**config.mk**
```make
export PLATFORM = sky130hd
export DESIGN_NAME = midi_clock_tempo_tracker
export DESIGN_NICKNAME = d
export VERILOG_FILES = /design/src/rtl/mct_pkg.sv /design/src/rtl/mct_cfg.sv /design/src/rtl/mct_div.sv /design/src/rtl/midi_clock_tempo_tracker.sv
export SDC_FILE = /design/constraint.sdc
export NUM_CORES = 1
export LEC_CHECK = 0
export BUFFER_PORTS_ARGS = -buffer_cell sky130_fd_sc_hd__clkbuf_2
export CAP_MARGIN = 25
export CORE_MARGIN = 2
export CORE_UTILIZATION = 58
export DETAILED_ROUTE_END_ITERATION = 10
export PLACE_DENSITY = 0.78
export SLEW_MARGIN = 5
export SYNTH_ARGS = -nofsm -noshare
export SYNTH_HDL_FRONTEND = slang
export SYNTH_SLANG_ARGS = --single-unit
```
**constraint.sdc**
```tcl
create_clock -name clk -period 6.75 [get_ports clk]
set_input_delay 0.675 -clock clk [delete_from_list [all_inputs] [get_ports clk]]
set_output_delay 0.675 -clock clk [all_outputs]
set_load 0.005 [all_outputs]
```
**src/rtl/mct_pkg.sv**
```systemverilog
// ----------------------------------------------------------------------------
// mct_pkg
// Shared types, constants and codes for the MIDI clock tempo tracker.
// ----------------------------------------------------------------------------
package mct_pkg;

  localparam int PPQ_DEFAULT   = 24;
  localparam int FRAC_DEFAULT  = 8;
  localparam int TIMER_DEFAULT = 32;

  localparam int AVG_W  = 40;
  localparam int TPS_W  = 27;
  localparam int WIN_W  = 8;
  localparam int NEED_W = 3;
  localparam int BPM_W  = 10;
  localparam int CIDX_W = 2;

  localparam logic [AVG_W-1:0] AVG_MAX = {AVG_W{1'b1}};
  localparam logic [BPM_W-1:0] BPM_MAX = {BPM_W{1'b1}};

  localparam logic [7:0] MIDI_CLOCK = 8'hF8;
  localparam logic [7:0] MIDI_START = 8'hFA;

  localparam logic ACT_TICK = 1'b0;
  localparam logic ACT_BYTE = 1'b1;

  localparam logic EV_TEMPO = 1'b0;
  localparam logic EV_START = 1'b1;

  localparam logic [CIDX_W-1:0] REG_TPS    = 2'd0;
  localparam logic [CIDX_W-1:0] REG_WINDOW = 2'd1;
  localparam logic [CIDX_W-1:0] REG_NEEDED = 2'd2;

  localparam logic [TPS_W-1:0]  TPS_RESET    = 27'd1000000;
  localparam logic [WIN_W-1:0]  WINDOW_RESET = 8'd5;
  localparam logic [NEED_W-1:0] NEEDED_RESET = 3'd4;

  typedef struct packed {
    logic [TPS_W-1:0]  tps;
    logic [WIN_W-1:0]  window;
    logic [NEED_W-1:0] needed;
  } cfg_t;

  typedef struct packed {
    logic             done;
    logic [BPM_W-1:0] bpm;
  } div_res_t;

  typedef enum logic [1:0] {
    ST_IDLE,
    ST_MUL,
    ST_START,
    ST_WAIT
  } top_state_t;

  typedef enum logic [1:0] {
    DV_IDLE,
    DV_CHECK,
    DV_RUN,
    DV_DONE
  } div_state_t;

endpackage

```
**src/rtl/mct_cfg.sv**
```systemverilog
// ----------------------------------------------------------------------------
// mct_cfg
// Configuration register file: decodes the write channel into the tick
// rate, tempo window and stability count registers.
// ----------------------------------------------------------------------------
module mct_cfg (
  input  logic                      clk,
  input  logic                      rst,
  input  logic                      cfg_valid,
  output logic                      cfg_ready,
  input  logic [mct_pkg::CIDX_W-1:0] cfg_index,
  input  logic [31:0]               cfg_data,
  output mct_pkg::cfg_t             cfg
);

  assign cfg_ready = 1'b1;

  always_ff @(posedge clk) begin
    if (rst) begin
      cfg.tps    <= mct_pkg::TPS_RESET;
      cfg.window <= mct_pkg::WINDOW_RESET;
      cfg.needed <= mct_pkg::NEEDED_RESET;
    end else if (cfg_valid) begin
      unique case (cfg_index)
        mct_pkg::REG_TPS:    cfg.tps    <= cfg_data[mct_pkg::TPS_W-1:0];
        mct_pkg::REG_WINDOW: cfg.window <= cfg_data[mct_pkg::WIN_W-1:0];
        mct_pkg::REG_NEEDED: cfg.needed <= cfg_data[mct_pkg::NEED_W-1:0];
        default: ;
      endcase
    end
  end

endmodule

```
**src/rtl/mct_div.sv**
```systemverilog
// ----------------------------------------------------------------------------
// mct_div
// Iterative restoring divider with a shared compare-subtract unit. Yields
// floor(num / den) saturated to the tempo range, or the maximum on zero den.
// ----------------------------------------------------------------------------
module mct_div #(
  parameter int NUM_W = 49,
  parameter int DEN_W = 45
) (
  input  logic                 clk,
  input  logic                 rst,
  input  logic                 start,
  input  logic [NUM_W-1:0]     num,
  input  logic [DEN_W-1:0]     den,
  output mct_pkg::div_res_t    res
);

  localparam int SH_W  = DEN_W + mct_pkg::BPM_W;
  localparam int CMP_W = (NUM_W > SH_W) ? NUM_W : SH_W;
  localparam int CNT_W = $clog2(mct_pkg::BPM_W);

  mct_pkg::div_state_t state, state_next;

  logic [CMP_W-1:0]         rem;
  logic [CMP_W-1:0]         dsh;
  logic [mct_pkg::BPM_W-1:0] quo;
  logic [CNT_W-1:0]         cnt;
  logic                     zero;
  logic                     ge;

  assign ge = (rem >= dsh);

  always_comb begin
    state_next = state;
    unique case (state)
      mct_pkg::DV_IDLE:  if (start) state_next = mct_pkg::DV_CHECK;
      mct_pkg::DV_CHECK: state_next = (zero || ge) ? mct_pkg::DV_DONE : mct_pkg::DV_RUN;
      mct_pkg::DV_RUN: begin
        if (cnt == CNT_W'(mct_pkg::BPM_W - 1)) state_next = mct_pkg::DV_DONE;
      end
      mct_pkg::DV_DONE:  state_next = mct_pkg::DV_IDLE;
      default:           state_next = mct_pkg::DV_IDLE;
    endcase
  end

  always_comb begin
    res.done = (state == mct_pkg::DV_DONE);
    res.bpm  = quo;
  end

  always_ff @(posedge clk) begin
    if (rst) begin
      state <= mct_pkg::DV_IDLE;
    end else begin
      state <= state_next;
    end
  end

  always_ff @(posedge clk) begin
    case (state)
      mct_pkg::DV_IDLE: begin
        if (start) begin
          rem  <= CMP_W'(num);
          dsh  <= CMP_W'(den) << mct_pkg::BPM_W;
          zero <= (den == '0);
        end
      end
      mct_pkg::DV_CHECK: begin
        cnt <= '0;
        if (zero || ge) begin
          quo <= mct_pkg::BPM_MAX;
        end else begin
          quo <= '0;
          dsh <= dsh >> 1;
        end
      end
      mct_pkg::DV_RUN: begin
        if (ge) rem <= rem - dsh;
        quo <= {quo[mct_pkg::BPM_W-2:0], ge};
        dsh <= dsh >> 1;
        cnt <= cnt + 1'b1;
      end
      default: ;
    endcase
  end

endmodule

```
**src/rtl/midi_clock_tempo_tracker.sv**
```systemverilog
// ----------------------------------------------------------------------------
// midi_clock_tempo_tracker
// Tracks the tempo of a MIDI clock stream from time-base ticks and reports
// stable tempo changes and start bytes.
// ----------------------------------------------------------------------------
// A tick word and any byte other than the last clock of a group are taken
// without leaving idle; a start byte writes its result to the output register
// at once. The clock byte that completes a group of PULSES_PER_QUARTER pulses
// keeps the block busy: it forms PULSES_PER_QUARTER times the average, hands
// it to the shared compare-subtract divider, which runs a range check and ten
// restoring steps, and then merges the new tempo into the smoothed value and
// updates the stability count. When the average is zero or the tempo
// saturates, the divider skips its steps.
// A word is taken only while the output register is empty or being read.
module midi_clock_tempo_tracker #(
  parameter int PULSES_PER_QUARTER = mct_pkg::PPQ_DEFAULT,
  parameter int FRACTION_BITS      = mct_pkg::FRAC_DEFAULT,
  parameter int TIMER_BITS         = mct_pkg::TIMER_DEFAULT
) (
  input  logic                        clk,
  input  logic                        rst,
  input  logic                        in_valid,
  output logic                        in_ready,
  input  logic                        action,
  input  logic [7:0]                  midi_byte,
  output logic                        out_valid,
  input  logic                        out_ready,
  output logic                        event_kind,
  output logic [mct_pkg::BPM_W-1:0]   tempo_bpm,
  input  logic                        cfg_valid,
  output logic                        cfg_ready,
  input  logic [mct_pkg::CIDX_W-1:0]  cfg_index,
  input  logic [31:0]                 cfg_data
);

  localparam int PC_W  = (PULSES_PER_QUARTER > 1) ? $clog2(PULSES_PER_QUARTER) : 1;
  localparam int PPQ_W = $clog2(PULSES_PER_QUARTER + 1);
  localparam int DEN_W = mct_pkg::AVG_W + PPQ_W;
  localparam int NUM_W = mct_pkg::TPS_W + 6 + FRACTION_BITS;
  localparam int SW    = (TIMER_BITS + FRACTION_BITS > mct_pkg::AVG_W + 1) ?
                         (TIMER_BITS + FRACTION_BITS) : (mct_pkg::AVG_W + 1);
  localparam int BW    = mct_pkg::BPM_W;

  mct_pkg::cfg_t       cfg;
  mct_pkg::div_res_t   div_res;
  mct_pkg::top_state_t state, state_next;

  logic [TIMER_BITS-1:0]        ticks;
  logic [mct_pkg::AVG_W-1:0]    avg;
  logic [PC_W-1:0]              pulse_count;
  logic [BW-1:0]                smoothed;
  logic [BW-1:0]                previous;
  logic [mct_pkg::NEED_W-1:0]   stable;
  logic [DEN_W-1:0]             den;

  logic                         accept;
  logic                         is_clock;
  logic                         is_start;
  logic                         div_start;
  logic                         out_load;
  logic [SW-1:0]                wide;
  logic [mct_pkg::AVG_W-1:0]    sample;
  logic [mct_pkg::AVG_W:0]      sum;
  logic [mct_pkg::AVG_W-1:0]    avg_next;
  logic [PC_W:0]                pc_inc;
  logic                         group_end;
  logic [32:0]                  tps60;
  logic [NUM_W-1:0]             num;
  logic [BW-1:0]                bpm;
  logic [BW-1:0]                diff;
  logic [BW:0]                  mid_sum;
  logic [BW-1:0]                smoothed_next;
  logic [mct_pkg::NEED_W-1:0]   stable_bump;
  logic [mct_pkg::NEED_W-1:0]   stable_next;
  logic                         report;

  mct_cfg u_cfg (
    .clk       (clk),
    .rst       (rst),
    .cfg_valid (cfg_valid),
    .cfg_ready (cfg_ready),
    .cfg_index (cfg_index),
    .cfg_data  (cfg_data),
    .cfg       (cfg)
  );

  mct_div #(
    .NUM_W (NUM_W),
    .DEN_W (DEN_W)
  ) u_div (
    .clk   (clk),
    .rst   (rst),
    .start (div_start),
    .num   (num),
    .den   (den),
    .res   (div_res)
  );

  assign accept   = in_valid && in_ready;
  assign is_clock = (action == mct_pkg::ACT_BYTE) && (midi_byte == mct_pkg::MIDI_CLOCK);
  assign is_start = (action == mct_pkg::ACT_BYTE) && (midi_byte == mct_pkg::MIDI_START);

  // interval sample and running average
  always_comb begin
    wide      = SW'(ticks) << FRACTION_BITS;
    sample    = (wide > SW'(mct_pkg::AVG_MAX)) ? mct_pkg::AVG_MAX
                                               : wide[mct_pkg::AVG_W-1:0];
    sum       = {1'b0, avg} + {1'b0, sample};
    avg_next  = (pulse_count == '0) ? sample : sum[mct_pkg::AVG_W:1];
    pc_inc    = {1'b0, pulse_count} + 1'b1;
    group_end = (pc_inc >= (PC_W + 1)'(PULSES_PER_QUARTER));
  end

  // numerator: ticks_per_second * 60 scaled by the fraction bits
  always_comb begin
    tps60 = {cfg.tps, 6'd0} - {4'd0, cfg.tps, 2'd0};
    num   = NUM_W'(tps60) << FRACTION_BITS;
  end

  // smoothing and stability
  always_comb begin
    bpm           = div_res.bpm;
    diff          = (smoothed > bpm) ? (smoothed - bpm) : (bpm - smoothed);
    mid_sum       = {1'b0, smoothed} + {1'b0, bpm} + 1'b1;
    smoothed_next = (diff < BW'(cfg.window)) ? mid_sum[BW:1] : bpm;
    if (previous == smoothed_next) begin
      stable_bump = (stable == '1) ? stable : stable + 1'b1;
    end else begin
      stable_bump = '0;
    end
    report      = (stable_bump == cfg.needed);
    stable_next = report ? '0 : stable_bump;
  end

  always_comb begin
    state_next = state;
    unique case (state)
      mct_pkg::ST_IDLE:  if (accept && is_clock && group_end) state_next = mct_pkg::ST_MUL;
      mct_pkg::ST_MUL:   state_next = mct_pkg::ST_START;
      mct_pkg::ST_START: state_next = mct_pkg::ST_WAIT;
      mct_pkg::ST_WAIT:  if (div_res.done) state_next = mct_pkg::ST_IDLE;
      default:           state_next = mct_pkg::ST_IDLE;
    endcase
  end

  always_comb begin
    in_ready  = (state == mct_pkg::ST_IDLE) && (!out_valid || out_ready);
    div_start = (state == mct_pkg::ST_START);
    out_load  = ((state == mct_pkg::ST_IDLE) && accept && is_start) ||
                ((state == mct_pkg::ST_WAIT) && div_res.done && report);
  end

  always_ff @(posedge clk) begin
    if (rst) begin
      state <= mct_pkg::ST_IDLE;
    end else begin
      state <= state_next;
    end
  end

  always_ff @(posedge clk) begin
    if (rst) begin
      out_valid <= 1'b0;
    end else if (out_load) begin
      out_valid <= 1'b1;
    end else if (out_ready) begin
      out_valid <= 1'b0;
    end
  end

  always_ff @(posedge clk) begin
    if (rst) begin
      ticks       <= '0;
      avg         <= '0;
      pulse_count <= '0;
      smoothed    <= '0;
      previous    <= '0;
      stable      <= '0;
    end else begin
      case (state)
        mct_pkg::ST_IDLE: begin
          if (accept) begin
            if (action == mct_pkg::ACT_TICK) begin
              if (ticks != '1) ticks <= ticks + 1'b1;
            end else if (is_clock) begin
              ticks       <= '0;
              avg         <= avg_next;
              pulse_count <= group_end ? '0 : pc_inc[PC_W-1:0];
            end else if (is_start) begin
              event_kind <= mct_pkg::EV_START;
              tempo_bpm  <= '0;
            end
          end
        end
        mct_pkg::ST_MUL: begin
          den <= DEN_W'(avg) * DEN_W'(PULSES_PER_QUARTER);
        end
        mct_pkg::ST_WAIT: begin
          if (div_res.done) begin
            smoothed <= smoothed_next;
            previous <= smoothed_next;
            stable   <= stable_next;
            if (report) begin
              event_kind <= mct_pkg::EV_TEMPO;
              tempo_bpm  <= smoothed_next;
            end
          end
        end
        default: ;
      endcase
    end
  end

endmodule

```
# Word-level counts from Yosys, hierarchy flattened

Cells that the tools add are included.

Multipliers: 1
Equal/unequal tests: 27
Mux-type cells: 43
Magnitude comparators: 5
Bitwise gates (word level): 1
Add/sub/neg operators: 11
Reduce and logical (&&, ||, !) cells: 38

Operators by type and width:

| kind                    | number |
|---|---|
| $mux W55                | 4 |
| $pmux W55 S3            | 1 |
| $pmux W55 S2            | 1 |
| $mux W32                | 3 |
| $mux W10                | 9 |
| $mux W40                | 2 |
| $ge A55 B55 Y1          | 1 |
| $sub A55 B55 Y55        | 1 |
| $logic_not A45 Y1       | 1 |
| $mul A40 B2 Y42 const B | 1 |
| $add A40 B40 Y41        | 1 |
| $gt A40 B40 Y1 const B  | 1 |
| $pmux W10 S2            | 2 |
| $sub A33 B29 Y33        | 1 |
| $add A32 B1 Y32 const B | 1 |
| $ne A32 B32 Y1 const B  | 1 |
| $sub A10 B10 Y10        | 2 |
| $ne A2 B2 Y1 const B    | 9 |
| $eq A8 B8 Y1 const B    | 2 |
| $pmux W2 S4             | 2 |
| $reduce_and A2 Y1       | 8 |
| $add A10 B10 Y11        | 1 |
| $add A11 B1 Y11 const B | 1 |
| $eq A10 B10 Y1          | 1 |
| other kinds (29)        | 69 |

Word-level logic and storage cells: 145
Output and inout bits: 14
Flip-flop bits (word level): 311

# Longest topological paths before layout

Depth in word-level cells: 10
Depth in mapped cells: 25
Gate-level depth less buffers: 24

# Cells and area by module

From an unflattened synthesis, not the netlist that was laid out.

Cell total of the unflattened synthesis: 2562
Area total of the unflattened synthesis: 23269.8 sq um

By module, submodules not included:

| module                   | cells an instance | seq. area each (sq um) | times used | area each (sq um) |
|---|---|---|---|---|
| midi_clock_tempo_tracker | 1520              | 3453.3                 | 1          | 12633.4 |
| mct_div                  | 881               | 3793.6                 | 1          | 8984.9 |
| mct_cfg                  | 161               | 760.7                  | 1          | 1651.6 |

# Worst setup path after synthesis

OpenSTA, ideal clock, no wires.

Path type: reg2reg
Start point: reg u_div.dsh[1]
End point: reg u_div.rem[0], enable pin
Cell stages (with the launch flop): 13
Clock period less this slack: 7.159 ns
Library setup time: 0.550 ns
Path slack: -0.409 ns
Data arrival time: 6.609 ns
Path through: edfxtp_1 -> inv_1 -> ha_1 -> nor2b_1 -> o31ai_2 -> a31oi_1 -> o2111a_1 -> o211ai_1 -> a31oi_2 -> a41oi_2 -> o21ai_2 -> a21oi_1 -> a211oi_1

Longest elaborated chain between the ends: 3

RTL lines:

| what                               | RTL line      | RTL |
|---|---|---|
| start, declared                    | mct_div.sv:25 | `logic [CMP_W-1:0] dsh;` |
| start signal, assigned             | mct_div.sv:64 | `dsh <= CMP_W'(den) << mct_pkg::BPM_W;` |
| start signal, assigned             | mct_div.sv:74 | `dsh <= dsh >> 1;` |
| start signal, assigned             | mct_div.sv:80 | `dsh <= dsh >> 1;` |
| $ge A55 B55 Y1                     | mct_div.sv:31 | `assign ge = (rem >= dsh);` |
| $ne A2 B1 Y1 (no source line)      | n/a           |  |
| $reduce_and A3 Y1 (no source line) | n/a           |  |
| end signal, assigned               | mct_div.sv:63 | `rem <= CMP_W'(num);` |
| end signal, assigned               | mct_div.sv:78 | `if (ge) rem <= rem - dsh;` |
| end, declared                      | mct_div.sv:24 | `logic [CMP_W-1:0] rem;` |

Every way passes these cells.
A chain may end at the register's enable or synchronous reset.

# Worst setup path after layout

Start point: reg u_div.quo[5] (netlist bit)
End point: reg tempo_bpm[0] (netlist bit), enable pin

Longest elaborated chain between the ends: 9
Elaborated cells between the ends (all ways): 13
Those cells by class: 4 x add/sub; 2 x order compare; 3 x eq/ne; 3 x mux; 1 x reduce/logical

RTL lines:

| what                                               | RTL line                        | RTL |
|---|---|---|
| start, declared                                    | mct_div.sv:26                   | `logic [mct_pkg::BPM_W-1:0] quo;` |
| start signal, assigned                             | mct_div.sv:71                   | `quo <= mct_pkg::BPM_MAX;` |
| start signal, assigned                             | mct_div.sv:79                   | `quo <= {quo[mct_pkg::BPM_W-2:0], ge};` |
| $sub A10 B10 Y10 or $gt A10 B10 Y1 (tied branches) | midi_clock_tempo_tracker.sv:123 | `diff = (smoothed > bpm) ? (smoothed - bpm) : (bpm - smoothed);` |
| $mux W10                                           | midi_clock_tempo_tracker.sv:123 |  |
| $lt A10 B8 Y1                                      | midi_clock_tempo_tracker.sv:125 | `smoothed_next = (diff < BW'(cfg.window)) ? mid_sum[BW:1] : bpm;` |
| $mux W10 (*)                                       | midi_clock_tempo_tracker.sv:125 |  |
| $eq A10 B10 Y1 (*)                                 | midi_clock_tempo_tracker.sv:126 | `if (previous == smoothed_next) begin` |
| $mux W3 (*)                                        | midi_clock_tempo_tracker.sv:126 |  |
| $eq A3 B3 Y1 (*)                                   | midi_clock_tempo_tracker.sv:131 | `report = (stable_bump == cfg.needed);` |
| $ne A2 B2 Y1 (no source line) (*)                  | n/a                             |  |
| $reduce_and A8 Y1 (no source line) (*)             | n/a                             |  |
| end signal, assigned                               | midi_clock_tempo_tracker.sv:205 | `tempo_bpm <= smoothed_next;` |
| end, declared                                      | midi_clock_tempo_tracker.sv:29  | `output logic [mct_pkg::BPM_W-1:0] tempo_bpm,` |

Mark *: on every way between the ends. The rest lies on a longest branch, timed or not.

==> metrics.md <==
| Metric | Value |
|---|---|
| Ys Warns | 0 |
| Critical path cell sequence | inv_1, ha_1, nand3_1, o2bb2ai_2, o41ai_4, or3b_4, nand2_4, mux2i_1, o21ai_0, o2bb2ai_1, xor2_1, ha_1, and2_1, o21ai_0, o21ai_0, o41ai_1, inv_1, a2111oi_4, nor2_2, mux2i_2, or3_1, a31oi_1, buf_4 |
| Clk sinks | 311 |
| Cts hold-fix bufs | 0 |
| CP endpoint kind | flip-flop |
| Leakage | 10.3 nW |
| Routed Antenna Nets | 0 |
| Min-Delay Path Class | in -> reg |
| Final worst-path cycle share | 93.4% |
| Netlist cell types | 95 |
| Tmin final | 6.31 ns |
| Setup violations, final | 0 |
| DIE AREA | 40700 sq um |
| CTS H-tree depth | 2 |
| Most used DFF post-synth | edfxtp_1 |
| Final Max Slew Viols | 0 |
| Clock Path Buffers | 3 |
| Layout cell share with drive strength beyond 1 | 8.29% |
| Layout filler cell count | 3164 |
| Cells after Synth | 2562 |
| DRT Wirelength | 56200 um |
| GP Congestion | 0.915 |
| Seq cells post-synth | 311 |
| WP data arrival | 6.57 ns |
| Drc violations | 0 |
| Max-capacitance violation count | 0 |
| First-pass GRT wire length | 91400 um |
| Post-CTS setup buffer count | 0 |
| # nets final | 2848 |
| WL/cell | 17.9 um |
| Least-Margin Pin Slew | 0.969 ns |
| Clock transition at path regs | 0.06 ns |
| FF+latch area | 8010 sq um |
| Register area share after synthesis | 35.3% |
| DRT Pass-1 Iters | 5 |
| RSZ-0062 raised after global routing | false |
| Total power divided by cell area | 328 nW/um^2 |
| Antenna diodes | 0 |
| Pin count of the biggest net entering global routing | 82 |
| Slowest cell on the critical path | ha_1 |
| Cell Area, Synth | 22700 sq um |
| GRT Residual Overflow | 0 |
| Area Overhead vs Synth | 9.04% |
| I/O Buffers | 55 |
| Die X | 202 um |
| Die Height | 202 um |
| CP Data Required Time | 7.02 ns |
| Initial Util | 58.7% |
| Asr flop ratio synth | 0% |
| Number of I/O pins | 62 |
| Max incr delay on CP | 0.66 ns |
| Via count | 19.1k |
| Multi-input gate area | 13700 sq um |
| Post-synth EDFFs | 178 |
| Drt initial violations | 1406 |
| Final Hold Vio Count | 0 |
| Status | finished, final reports clean |
| All-Layer GR Usage | 27.2% |
| Placed cell count | 3066 |
| Worst slew margin | 35.4% |
| Latest clock arrival within the worst-skew pair | 0.56 ns |
| Core Area | 38600 sq um |
| Peak VDD IR | 0.190 mV |
| Dpl hpwl | 41600 um |
| Fin util | 64.0% |
| Initial antenna violation count | 0 |
| CTS Buf Count | 38 |
| CP Class | reg -> reg |
| Vias in the first global route | 18.3k |
| Setup TNS | 0 ns |
| Post-CTS sizing | 0 |
| Fin cells | 3137 |
| Site Rows | 72 |
| Synthesized Nets | 2821 |
| Setup Skew | 0.0149 ns |
| F_max | 0.159 GHz |
| Via-per-instance ratio | 6.08 |
| Crit path top cell by count | o21ai_0 |
| Worst-path maximum fanout | 15 |
| Root buffer cell | clkbuf_16 |
| CTS tree | done |
| Avg Inst Size Synth | 8.86 sq um |
| CP Launch Type | flip-flop |
==> power by group <==
part	switching (mW)	total, mW	internal (mW)
sequential	0.172	2.64	2.47
clock	0.835	2.10	1.27
combinational	2.07	3.37	1.30
total	3.08	8.12	5.04
==> metrics by stage <==
step | cell area, sq um | setup WS, ns | total power, mW | hold slack (ns)
after floorplan | 22700 | 1.24 | 5.17 | 0.437
after global placement | 23400 | 0.585 | 5.89 | 0.472
after detailed placement | 23400 | 0.512 | 5.97 | 0.474
after CTS | 24700 | 0.496 | 8.10 | 0.327
after global routing | 24700 | 0.0958 | 8.58 | 0.345
final | 24700 | 0.444 | 8.12 | 0.354
==> synthesized netlist by cell type (20+ instances only) <==
library cell  number  share of area [%]
nor4_1            21               0.58
nor3_1            52                1.1
a21o_1            84                2.8
o21ai_0          127                2.8
inv_1            182                3.0
xnor2_1           96                3.7
o21a_1            28               0.93
a31oi_1           28               0.77
ha_1             205                 11
and2_1            40                1.1
edfxtp_1         178                 24
nand3_1           68                1.5
mux2i_1           35                1.5
mux2_2            44                2.2
nand2_1          234                3.9
dfxtp_1          133                 12
clkbuf_1          70                1.2
xor2_1            81                3.1
nand4_1           30               0.83
a211oi_1          28               0.93
nor2_1           211                3.5
o21bai_1          27               0.89
and3_1            20               0.55
a21oi_1          220                4.9
nand2b_1          28               0.77
nor2b_1           23               0.63
or3_1             25               0.69
==> cell usage in the layout (no fill, tap or decap), types with 35 or more instances in the layout <==
cell,n
nand2_1,234
a21oi_1,220
nor2_1,211
ha_1,203
inv_1,182
edfxtp_1,178
dfxtp_1,133
o21ai_0,127
xnor2_1,96
a21o_1,83
xor2_1,81
nand3_1,68
clkbuf_2,54
nor3_1,52
mux2_2,44
clkbuf_16,43
and2_1,40
mux2i_1,35
==> path summary, 6_finish.rpt <==
check / depth (start not counted) / startpoint / slack [ns] / endpoint
hold / removal: 3 / cfg_data[15] / 0.35 / u_cfg.cfg[26]$_SDFFE_PP0P_
setup / recovery: 23 / u_div.quo[5]$_DFFE_PN_ / 0.44 / tempo_bpm[0]$_SDFFCE_PP0P_
setup reg to reg: 23 / u_div.quo[5]$_DFFE_PN_ / 0.44 / tempo_bpm[0]$_SDFFCE_PP0P_
hold reg to reg: 0 / avg[0]$_SDFFE_PP0P_ / 0.48 / den[3]$_DFFE_PP_
==> worst max-delay path, delay by kind of cell, from the launching register on <==
kind                     cells  cell delay [ns]
AO/OA/AOI/OAI                9             1.72
XOR/XNOR                     1             0.16
adder cells (fa/ha/maj)      2             0.97
buffers and inverters        3             0.53
flip-flops                   1             0.43
multiplexers                 2             0.58
AND/OR/NAND/NOR              6             1.61
==> cells by family after synthesis <==
logic type | after synthesis | synth area share [%]
and+or+nand+nor | 807 | 17.2
buffers and inverters | 269 | 4.53
muxes | 81 | 3.84
adders and majority gates | 212 | 11.9
xor gates and xnor gates | 177 | 6.83
AOI/OAI and AO/OA | 704 | 20.4
other | 1 | 0.0165
DFF | 311 | 35.3
==> area by class of cell <==
| type | count | area share [%] |
|---|---|---|
| clock inverters | 18 | 0.556 |
| well taps | 518 | 2.62 |
| flip-flops and latches | 311 | 32.4 |
| inverters | 186 | 2.82 |
| repair buffers | 70 | 1.62 |
| multi-input cells | 1982 | 55.4 |
| clock buffers | 52 | 4.65 |
==> per-layer routing <==
| layer | global-route usage, % | vias up | wire (um) |
|---|---|---|---|
| met1 | 35.8 | 9063 | 25200 |
| met4 | 10.1 | 0 | 1740 |
| met3 | 3.39 | 114 | 2730 |
| met2 | 45.8 | 524 | 26600 |
| met5 | 0 | - | 0 |
| li1 | - | 9369 | - |
==> state kept, by name, indices dropped and copies added, names as in the netlist, 3 cells and up <==
| name | count |
|---|---|
| avg | 40 |
| den | 42 |
| previous | 10 |
| pulse_count | 5 |
| stable | 3 |
| tempo_bpm | 10 |
| ticks | 32 |
| u_cfg.cfg | 38 |
| u_div.cnt | 4 |
| u_div.dsh | 55 |
| u_div.quo | 10 |
| u_div.rem | 55 |
No activity file was read; power rests on OpenSTA's default activity.
